<file path="src/design/fvpc_pkg.sv">
// shared constants and types for the partition chooser
package fvpc_pkg;
    localparam int NumParts = 16;
    localparam int PartW = 4;
    localparam int VertW = 16;
    localparam int NumVert = 65536;
    localparam int CntW = 17;
    localparam logic [CntW-1:0] CntMax = {CntW{1'b1}};
    localparam int SqrtW = 17;
    localparam int ScoreW = 50;
    localparam logic [1:0] CfgAlpha = 2'd0;
    localparam logic [1:0] CfgLimit = 2'd1;
    localparam logic [1:0] CfgActive = 2'd2;

    typedef struct packed {
        logic go;
        logic [CntW-1:0] size;
    } sqrt_req_t;

    typedef struct packed {
        logic done;
        logic [SqrtW-1:0] root;
    } sqrt_rsp_t;
endpackage

</file>
<file path="src/design/fvpc_sqrt.sv">
// iterative integer square root, one result bit per cycle
module fvpc_sqrt (
    input  logic                  clk,
    input  logic                  rst_n,
    input  fvpc_pkg::sqrt_req_t   req,
    output fvpc_pkg::sqrt_rsp_t   rsp
);
    import fvpc_pkg::*;

    localparam int XW = CntW + 16;
    localparam int RemW = 2 * SqrtW;
    localparam int StepW = $clog2(SqrtW + 1);

    logic [RemW-1:0] rem_reg, rem_next;
    logic [SqrtW-1:0] root_reg, root_next;
    logic [StepW-1:0] step_reg, step_next;
    logic busy_reg, busy_next, done_reg, done_next;
    logic [XW+1:0] trial;
    logic [XW+1:0] rem_sh;
    logic [XW+1:0] acc_reg, acc_next;

    always_comb
    begin
        rem_next = rem_reg;
        root_next = root_reg;
        step_next = step_reg;
        busy_next = busy_reg;
        acc_next = acc_reg;
        done_next = 1'b0;
        rem_sh = {acc_reg[XW-1:0], rem_reg[RemW-1 -: 2]};
        trial = (XW+2)'({root_reg, 2'b01});
        if (req.go)
        begin
            rem_next = {1'b0, req.size, 16'd0};
            acc_next = '0;
            root_next = '0;
            step_next = StepW'(SqrtW);
            busy_next = 1'b1;
        end
        else if (busy_reg)
        begin
            rem_next = {rem_reg[RemW-3:0], 2'b00};
            if (rem_sh >= trial)
            begin
                acc_next = rem_sh - trial;
                root_next = {root_reg[SqrtW-2:0], 1'b1};
            end
            else
            begin
                acc_next = rem_sh;
                root_next = {root_reg[SqrtW-2:0], 1'b0};
            end
            step_next = step_reg - 1'b1;
            if (step_reg == StepW'(1))
            begin
                busy_next = 1'b0;
                done_next = 1'b1;
            end
        end
    end

    always_ff @(posedge clk or negedge rst_n)
    begin
        if (!rst_n)
        begin
            busy_reg <= 1'b0;
            done_reg <= 1'b0;
            step_reg <= '0;
        end
        else
        begin
            busy_reg <= busy_next;
            done_reg <= done_next;
            step_reg <= step_next;
        end
    end

    always_ff @(posedge clk)
    begin
        rem_reg <= rem_next;
        root_reg <= root_next;
        acc_reg <= acc_next;
    end

    assign rsp.done = done_reg;
    assign rsp.root = root_reg;
endmodule
</file>
<file path="config.mk">
export PLATFORM = sky130hd
export DESIGN_NAME = fvpc_sqrt
export DESIGN_NICKNAME = d
export VERILOG_FILES = /design/src/design/fvpc_pkg.sv /design/src/design/fvpc_sqrt.sv
export SDC_FILE = /design/constraint.sdc
export NUM_CORES = 1
export LEC_CHECK = 0
export BUFFER_PORTS_ARGS = -buffer_cell sky130_fd_sc_hd__buf_2
export CAP_MARGIN = 20
export CORE_UTILIZATION = 35
export DETAILED_ROUTE_END_ITERATION = 8
export HOLD_SLACK_MARGIN = 0.05
export SLEW_MARGIN = 25
export SYNTH_ARGS = -nofsm -noshare
export SYNTH_HDL_FRONTEND = slang
export SYNTH_SLANG_ARGS = --single-unit
</file>
<file path="constraint.sdc">
create_clock -name clk -period 7.92 [get_ports clk]
set_clock_uncertainty 0.2 [all_clocks]
set_input_delay 0.396 -clock clk [delete_from_list [all_inputs] [get_ports clk]]
set_output_delay 0.396 -clock clk [all_outputs]
set_load 0.05 [all_outputs]
</file>
* Word level (Yosys, flattened, before mapping) *
Cells that the tools add are included.

operators by class
  add/sub/neg operators = 2
  magnitude comparators = 1
  equality and inequality tests = 1
  muxes and demuxes = 12
  reduce and logical (&&, ||, !) cells = 1

operator list
  cell                                              count
  two-way mux 33 bit                                3
  greater-or-equal comparator 35 x 19 -> 1 bit      1
  subtractor 33 x 19 -> 33 bit                      1
  two-way mux 5 bit                                 2
  two-way mux 1 bit                                 7
  == test 5 x 1 -> 1 bit, second input constant     1
  subtractor 5 x 1 -> 5 bit, second input constant  1
  nonzero test 2 bit                                1

word-level totals
  register bits after elaboration = 75
  output and inout port bits = 18
  logic and storage cells = 24

* Logic depth before layout (Yosys ltp) *
Gate-level depths: netlist (run 1).

  depth after elaboration = 4
  mapped depth = 12
  depth with buffers taken out = 9

* Least setup slack after synthesis (run 1) *
OpenSTA, ideal clock, no wires.

  kind = register -> register
  start point = register root_reg[4]
  end point = register acc_reg[28]
  setup time = 127 ps
  arrival = 2908 ps
  data required time = 7593 ps
  slack = 4685 ps
  cell stages (with the launch flop) = 11
  clock period less this slack = 3235 ps
  path through = dfxtp_1 -> inv_1 -> ha_1 -> a21oi_1 -> a221o_1 -> nor4_2 -> or4_4 -> buf_6 -> o221ai_4 -> nor4_1 -> or3_1

on the way
  cells in the longest elaborated chain, start to end = 2
  elaborated cells between the ends (all ways) = 3

ends and longest elaborated chain
  what                                                                                                 RTL line                          source
  start: declaration                                                                                   fvpc_sqrt.sv:15                   logic [SqrtW-1:0] root_reg, root_next;
  start signal: assignment                                                                             fvpc_sqrt.sv:81                   root_reg <= root_next;
  subtractor 33 x 19 -> 33 bit / greater-or-equal comparator 35 x 19 -> 1 bit (equally long branches)  fvpc_sqrt.sv:45, fvpc_sqrt.sv:43
  two-way mux 33 bit (*)                                                                               fvpc_sqrt.sv:43                   if (rem_sh >= trial)
  end signal: assignment                                                                               fvpc_sqrt.sv:82                   acc_reg <= acc_next;
  end: declaration                                                                                     fvpc_sqrt.sv:20                   logic [XW+1:0] acc_reg, acc_next;

Every way passes the cells marked *; elsewhere a longest branch is shown, timed or not.
A chain may end at the register's enable or synchronous reset.

* Final worst setup path (run 1) *
  start point = register root_reg[14]
  end point = register root_reg[0]

on the way
  cells in the longest elaborated chain, start to end = 2

ends and longest elaborated chain
  what                                          RTL line
  greater-or-equal comparator 35 x 19 -> 1 bit  fvpc_sqrt.sv:43
  two-way mux 1 bit                             fvpc_sqrt.sv:43

Every way passes these cells.

==> metrics.txt, run 1 <==
leakage 2.19 nW; Synth warnings 0; final hold violation count 0; post-route cell area 0.00520 mm^2; Gate power share 0.535; max reg flops 33; sequential-to-total area share from yosys stat 0.373; GPL Wtd Cong 0.901; CP required 7910 ps; Top Usage Layer GRT met2; net switching power 0.000949 W; hold path depth 2; drt initial violations 196; crit start category flop; Longest Clk Path Bufs 2; largest net degree at the start of global routing 68; number of setup violations in the final report 0; Max rail drop VDD 0.195 mV; num ports 38; DRC viols 0; Clk network pwr share 0.190; Max-slew headroom 0.436; PD cells 425 mW/mm^2; grt ovf 0; first-pass GRT wire length 17.0 mm; layout cells sized above 1 0.192; Final #Nets 561; Post-synth ARST share 0.0933; measured slew at the worst slew-check pin 838 ps; vias post-DR 3,680; Total GRT Usage 0.163; hold_buf cts 1; EDFF count, synth 17; Initial Util 0.362; hold slack 137 ps; crit-path max cell delay 650 ps; largest area contributor in the netlist dfxtp_1; Worst EP arrival 3500 ps; Synth area leaders dfxtp_1 22%, edfxtp_1 11%, ha_1 5.7%, mux2i_1 5.0%, nor2_1 4.5%; Net Sw Frac 0.430; Final Util 0.411; synthesized area per cell 9.31 um^2; CTS tree done; CP Class flop to flop; total CTS buffers 9; H-Tree Depth 3; max-slew violations 0; met1 GRT Util 0.212; clk sink count 75; Mapped Cells 492; Die Height 116 um; Tcrit/Tclk final 0.443; Yosys reg bits 75; vias in the first global route 3,503; worst path cell trace inv_1 > ha_1 > a21oi_1 > o211a_1 > nor3_1 > nor4_1 > nand2_1 > nand2_1 > o21ai_0; status finished clean; Avg WL per Cell 14.8 um; Core Area 0.0127 mm^2; CP Max Fanout 12; chip width 116 um; Fmax 285 MHz; predominant post-synthesis flop cell dfxtp_1; num rows 41; M2 GR Usage 0.258; Critical Path Most Common Cell nand2_1; Slowest cell on crit path nor4_1; most frequent cells in the layout 55 x nor2_1, 51 x dfxtp_1, 43 x nand2_1; final setup TNS 0 ps; post-synth net total 533; Routed WL 10.3 mm; max-cap viol count 0; PortBufs 37; RSZ-0062 raised after global routing false; vias per cell 5.28; worst path bufs/invs 1; clk root buf clkbuf_16; P_int 0.00126 W; area growth from synthesis to layout 13.6%; met3 Usage GRT 0.0379; Worst Hold Class input pin to flop; ant diodes 0; critical path capture point type flop; minimum clock period 3510 ps; post-CTS sizing 0; Top delay family on crit path simple AND/OR/NAND/NOR gates; Synth Cell Area 0.00458 mm^2; Yosys cell types 81; antenna-violating nets left 0; R2R depth 9; DPL Wire Length 7.32 mm; commonest non-fill, non-tap cell in the layout nor2_1; Die Area 0.0135 mm^2; clk slew on worst S/H paths 60 ps; Reg power frac 0.275; clock latency on the worst-skew pair 340 ps; WP depth 9; top cell type's share of synthesized area 0.223; Area after DPL 0.00489 mm^2; initial antenna violation count 0; setup bufs post-CTS 0; Pre-antenna DRT Iters 4
## cell families (layout without fill, tap and decap cells)
| group | after synthesis | in the layout | share of synthesized area |
|---|---|---|---|
| buffers and inverters | 49 | 82 | 0.0462 |
| AND/OR/NAND/NOR | 175 | 175 | 0.211 |
| AO/OA/AOI/OAI | 106 | 106 | 0.171 |
| multiplexers | 39 | 39 | 0.0896 |
| flip-flops | 75 | 75 | 0.373 |
| adder cells (fa/ha/maj) | 21 | 21 | 0.0574 |
| XOR/XNOR | 27 | 27 | 0.0516 |
## through the flow
stage          std cells  worst slack (ps)  power, W
2_1_floorplan        492              4690   0.00157
6_report             697              4410   0.00221
3_5_place_dp         680              4420   0.00178
4_1_cts              697              4420   0.00222
3_3_place_gp         680              4630   0.00177
5_1_grt              697              4090   0.00238
## Yosys cell counts (all sizes together), types with 4 or more instances
cell	number
nor4	10
or2	4
clkbuf	11
nor3	10
inv	25
or3	4
dfxtp	51
a31oi	4
a21oi	17
o21ai	22
nand2	44
nor2b	5
buf	13
dfrtp	7
ha	21
and3	4
a211oi	12
xor2	13
nor2	57
nand4	5
xnor2	14
edfxtp	17
nand3	8
a21o	7
o211ai	5
a311oi	9
mux2	16
nand2b	5
mux2i	23
## area by class of cell
type	instances	area [um^2]
Clock inverter	7	82.6
Sequential cell	75	1710
Fill cell	1275	7470
Multi-Input combinational cell	368	2660
Timing Repair Buffer	41	218
Tap cell	172	215
Inverter	25	93.8
Clock buffer	9	225
## metal layers
layer / wire length, um / share of wire / vias to the layer above
li1: - / - / 1867
met4: 242 / 0.023 / 0
met5: 0 / 0 / -
met1: 4920 / 0.48 / 1733
met2: 4730 / 0.46 / 63
met3: 435 / 0.042 / 17
## path summary, 6_finish.rpt
| path | endpoint | slack, ps | start |
|---|---|---|---|
| min in group asynchronous | step_reg[4] | 220 | rst_n |
| worst min-delay path | rem_reg[17] | 140 | req[1] |
| worst max register to register | root_reg[0] | 4410 | root_reg[14] |
| worst max-delay path | root_reg[0] | 4410 | root_reg[14] |
| worst min register to register | acc_reg[11] | 270 | acc_reg[11] |
| max in group asynchronous | busy_reg | 7130 | rst_n |
## power groups by stage
| stage | logic [W] | registers, W | clock network, W |
|---|---|---|---|
| 6_report | 0.00118 | 0.000607 | 0.000421 |
| 5_1_grt | 0.00131 | 0.000624 | 0.000446 |
| 4_1_cts | 0.00118 | 0.000607 | 0.000430 |
| 3_5_place_dp | 0.00117 | 0.000615 | 0 |
| 3_3_place_gp | 0.00116 | 0.000611 | 0 |
| 2_1_floorplan | 0.000965 | 0.000601 | 0 |
## worst reg2reg max path: cells and delay by family (launching register included)
family                   cells  cell delay [ps]
AND/OR/NAND/NOR              4             1620
AO/OA/AOI/OAI                3              690
adder cells (fa/ha/maj)      1              420
flip-flops                   1              370
buffers and inverters        1               60
No activity file was read; power rests on OpenSTA's default activity.
==> run 2: changes to the inputs <==
- ABC_AREA: not set -> 1
- clock period: 7.92 -> 2.9 ns (I/O delays scaled with it)
==> metrics.txt, run 2 <==
Yosys reg bits 75; Worst Hold Class input pin to flop; clk slew on worst S/H paths 60 ps; minimum clock period 2620 ps; final hold violation count 0; Die Area 0.0147 mm^2; DRC viols 0; Initial Util 0.358; Final Util 0.418; Area after DPL 0.00529 mm^2; num rows 43; CP required 2940 ps; Total GRT Usage 0.198; top cell type's share of synthesized area 0.244; clock latency on the worst-skew pair 340 ps; vias in the first global route 4,695; largest area contributor in the netlist nand2_1; synthesized area per cell 6.38 um^2; Yosys cell types 33; max reg flops 33; initial antenna violation count 0; Max rail drop VDD 0.396 mV; Routed WL 13.4 mm; M2 GR Usage 0.333; predominant post-synthesis flop cell dfxtp_1; PortBufs 37; sequential-to-total area share from yosys stat 0.343; Max-slew headroom 0.407; commonest non-fill, non-tap cell in the layout nand2_1; Fmax 381 MHz; GPL Wtd Cong 0.887; ant diodes 0; Top Usage Layer GRT met2; post-route cell area 0.00580 mm^2; RSZ-0062 raised after global routing false; max-slew violations 0; grt ovf 0; Slowest cell on crit path ha_1; layout cells sized above 1 0.0935; setup bufs post-CTS 0; leakage 3.00 nW; chip width 121 um; CTS tree done; total CTS buffers 9; most frequent cell after synthesis nand2_1; synth cell count leaders 323 x nand2_1, 120 x inv_1, 51 x dfxtp_1; post-CTS sizing 0; area growth from synthesis to layout 16.5%; DPL Wire Length 9.87 mm; vias post-DR 4,788; DP Cell Count 979; Avg WL per Cell 13.2 um; worst path cell trace inv_1 > ha_1 > a21oi_2 > nand2_2 > nand2_1 > nand2_2 > nand2_2 > nand2_2 > nand2_2 > nand3_4 > nand2_1 > nand2_1 > nand2_1 > nand2_1; Synth Cell Area 0.00497 mm^2; crit-path max cell delay 420 ps; met1 GRT Util 0.249; Final #Nets 870; critical path capture point type flop; Tcrit/Tclk final 0.905; Die Height 121 um; Pre-antenna DRT Iters 5; Worst EP arrival 2660 ps; clk root buf clkbuf_16; first-pass GRT wire length 22.5 mm; measured slew at the worst slew-check pin 888 ps; most frequent cells in the layout 323 x nand2_1, 120 x inv_1, 51 x dfxtp_1; PD cells 1150 mW/mm^2; post-synth net total 820; clk sink count 75; CP Class flop to flop; H-Tree Depth 3; met3 Usage GRT 0.0329; num ports 38; CP Max Fanout 33; Post-synth ARST share 0.0933; Layout Cells excl Fill 1,014; Synth area leaders nand2_1 24%, dfxtp_1 21%, edfxtp_1 10%, inv_1 9.1%, ha_1 5.3%; number of setup violations in the final report 0; largest net degree at the start of global routing 34; Mapped Cells 779; EDFF count, synth 17; max-cap viol count 0; Synth warnings 0; hold_buf cts 19; Core Area 0.0139 mm^2; vias per cell 4.72; Longest Clk Path Bufs 2; drt initial violations 307; status finished clean; final setup TNS 0 ps; crit start category flop; antenna-violating nets left 0
## run 2: cell types whose count changed after synthesis, sizes merged, moves of 11 or more
cell	change
a21oi	+17
nand3	+35
nand2	+287
a211oi	-12
o22ai	+16
xor2	-11
mux2i	-23
inv	+100
mux2	-16
## run 2: per-layer routing
metal,up-vias,routed length (um),part of all wire
met5,-,0,0
met4,0,308,0.023
met3,24,615,0.046
met2,117,6180,0.46
met1,2133,6250,0.47
li1,2514,-,-
## run 2: critical path, delay by kind of cell, from the launching register on
family	cells	cell delay, ps
buffers and inverters	1	90
adders and majority gates	1	420
and+or+nand+nor	11	1290
DFF	1	320
AOI/OAI and AO/OA	1	190
## run 2: path summary, 6_finish.rpt
kind	start	end	slack, ps	depth (start not counted)
setup / recovery	root_reg[0]	acc_reg[17]	280	14
hold / removal	req[17]	step_reg[0]	90	3
setup reg to reg	root_reg[0]	acc_reg[17]	280	14
hold reg to reg	acc_reg[2]	acc_reg[2]	280	2
max in group asynchronous	rst_n	busy_reg	1680	3
min in group asynchronous	rst_n	step_reg[4]	560	3
## run 2: per-stage QoR
step / setup slack [ps] / hold slack, ps / total power, W
2_1_floorplan: 356 / -351 / 0.00455
3_3_place_gp: 300 / -209 / 0.00542
3_5_place_dp: 276 / -211 / 0.00539
4_1_cts: 258 / 78.8 / 0.00667
5_1_grt: 14.3 / 136 / 0.00733
6_report: 275 / 91.6 / 0.00665
## run 2: kinds of logic (layout without fill, tap and decap cells)
| kind of cell | count (synthesis) | after routing | synth area share |
|---|---|---|---|
| buffers and inverters | 147 | 202 | 0.121 |
| AO/OA/AOI/OAI | 74 | 74 | 0.0855 |
| XOR/XNOR | 15 | 15 | 0.0264 |
| AND/OR/NAND/NOR | 447 | 447 | 0.371 |
| flip-flops | 75 | 75 | 0.343 |
| adder cells (fa/ha/maj) | 21 | 21 | 0.0528 |
## run 2: where the power goes
| group | internal (W) | switching (W) | total [W] |
|---|---|---|---|
| Combinational | 0.00132 | 0.00255 | 0.00386 |
| Clock | 0.000774 | 0.000460 | 0.00123 |
| Sequential | 0.00134 | 0.000207 | 0.00155 |
## run 2: layout make-up
cell class / instances / area [um^2]
clock buffer: 11 / 243
clock inverter: 5 / 76.3
fill: 1486 / 8090
inverter: 126 / 473
multi-input combinational: 557 / 2670
sequential: 75 / 1710
tap: 180 / 225
timing repair buffer: 60 / 405
==> run 3: changes to the inputs <==
- TNS_END_PERCENT: not set -> 1
- clock period: 2.9 -> 2.5 ns (I/O delays scaled with it)
==> metrics.txt, run 3 (synthesized netlist as in run 2, its figures left out) <==
critical path capture point type flop; Fmax 426 MHz; CTS tree done; Reg area 0.00171 mm^2; Die Area 0.0147 mm^2; leakage 3.09 nW; most frequent cells in the layout 320 x nand2_1, 120 x inv_1, 48 x dfxtp_1; hold path depth 2; layout cells sized above 1 0.134; Die Height 121 um; max-slew violations 0; capture point of the worst reg-to-reg path acc_reg[3]; r2r startpoint root_reg[16]; Top delay family on crit path simple AND/OR/NAND/NOR gates; Fillers 1,461; drt initial violations 211; Longest Clk Path Bufs 2; clk sink count 75; Routed WL 13.2 mm; ant diodes 0; Pre-antenna DRT Iters 5; final hold violation count 0; Total GRT Usage 0.196; clk slew on worst S/H paths 60 ps; max-cap viol count 0; grt ovf 0; Critical Path Most Common Cell nand2_1; total CTS buffers 9; status finished clean; GPL Wtd Cong 0.895; PortBufs 37; num rows 43; minimum clock period 2350 ps; Tcrit/Tclk final 0.940; CP Class flop to flop; Area after DPL 0.00537 mm^2; Avg WL per Cell 12.8 um; commonest non-fill, non-tap cell in the layout nand2_1; Initial Util 0.358; crit start category flop; CP Max Fanout 14; vias post-DR 4,813; Max-slew headroom 0.446; Slowest cell on crit path ha_1; area growth from synthesis to layout 21.5%; worst path cell trace inv_1 > ha_1 > nand2_1 > inv_1 > nand2_1 > nand2_1 > a21oi_4 > nand3_4 > buf_4 > nand2_1 > nand3_1 > nand2_1; chip width 121 um; largest net degree at the start of global routing 31; Setup WS pre-CTS 47.1 ps; min-delay src req[17]; Final #Nets 887; R2R Setup Slk 150 ps; H-Tree Depth 3; measured slew at the worst slew-check pin 830 ps; DRC viols 0; Worst Hold Endpoint step_reg[3]; post-route cell area 0.00604 mm^2; max reg flops 33; R2R depth 12; worst path bufs/invs 3; num ports 38; initial antenna violation count 0; crit-path max cell delay 380 ps; vias per cell 4.67; first-pass GRT wire length 22.1 mm; Worst Hold Class input pin to flop; Core Area 0.0139 mm^2; vias in the first global route 4,718; final setup TNS 0 ps; final worst slack 151 ps; clk root buf clkbuf_16; number of setup violations in the final report 0; antenna-violating nets left 0; DPL Wire Length 10.1 mm; PD cells 1340 mW/mm^2; Worst EP arrival 2440 ps; CP required 2600 ps; multi-input logic area 0.00275 mm^2; Max rail drop VDD 0.477 mV; clock latency on the worst-skew pair 350 ps
## run 3: layout make-up
class | count | share of cell area
well taps | 180 | 0.0373
multi-input cells | 557 | 0.455
flip-flops and latches | 75 | 0.283
repair buffers | 77 | 0.0895
clock buffers | 10 | 0.0379
inverters | 126 | 0.0783
clock inverters | 6 | 0.0188
## run 3: metrics by stage
stage | total power, W | std cells | hold WS, ps | utilization
after floorplan | 0.00528 | 779 | -371 | -
after global placement | 0.00634 | 990 | -232 | 0.387
after detailed placement | 0.00634 | 990 | -232 | 0.387
after CTS | 0.00792 | 1025 | 53.8 | 0.425
after global routing | 0.00886 | 1031 | 94.8 | 0.435
final | 0.00807 | 1031 | 56.6 | 0.435
## run 3: worst max path at each step
| stage | from | to | slack, ps | cells past startpoint |
|---|---|---|---|---|
| after floorplan | root_reg[2] | acc_reg[10] | 10 | 15 |
| after global placement | root_reg[0] | acc_reg[14] | 100 | 14 |
| after detailed placement | root_reg[0] | acc_reg[27] | 50 | 13 |
| after CTS | root_reg[0] | acc_reg[25] | 20 | 13 |
| after global routing | root_reg[2] | acc_reg[5] | -0.9 | 13 |
| final | root_reg[16] | acc_reg[3] | 150 | 12 |
## run 3: what timing repair did
item                       in CTS  in global routing
setup endpoints to repair       0                 22
hold buffers                   19                  0
setup buffers                   0                  6
hold endpoints to repair       24                  0
resized for setup               0                 16
## run 3: power breakdown
part / switching, W / internal [W] / total, W / leakage (nW)
logic: 0.00302 / 0.00171 / 0.00474 / 2.24
clock network: 0.000540 / 0.000977 / 0.00152 / 0.159
registers: 0.000259 / 0.00156 / 0.00182 / 0.691
## run 3: layer usage
layer | up-vias | GRT usage | part of all wire
li1 | 2547 | - | -
met1 | 2149 | 0.247 | 0.48
met2 | 101 | 0.330 | 0.46
met3 | 16 | 0.0362 | 0.043
met4 | 0 | 0.0741 | 0.019
met5 | - | 0 | 0
## run 3: worst reg2reg max path, cell delays in order (launching register included)
cell	delay [ps]
dfxtp_1	330
inv_1	60
ha_1	380
nand2_1	180
inv_1	70
nand2_1	70
nand2_1	110
a21oi_4	230
nand3_4	220
buf_4	220
nand2_1	70
nand3_1	80
nand2_1	70
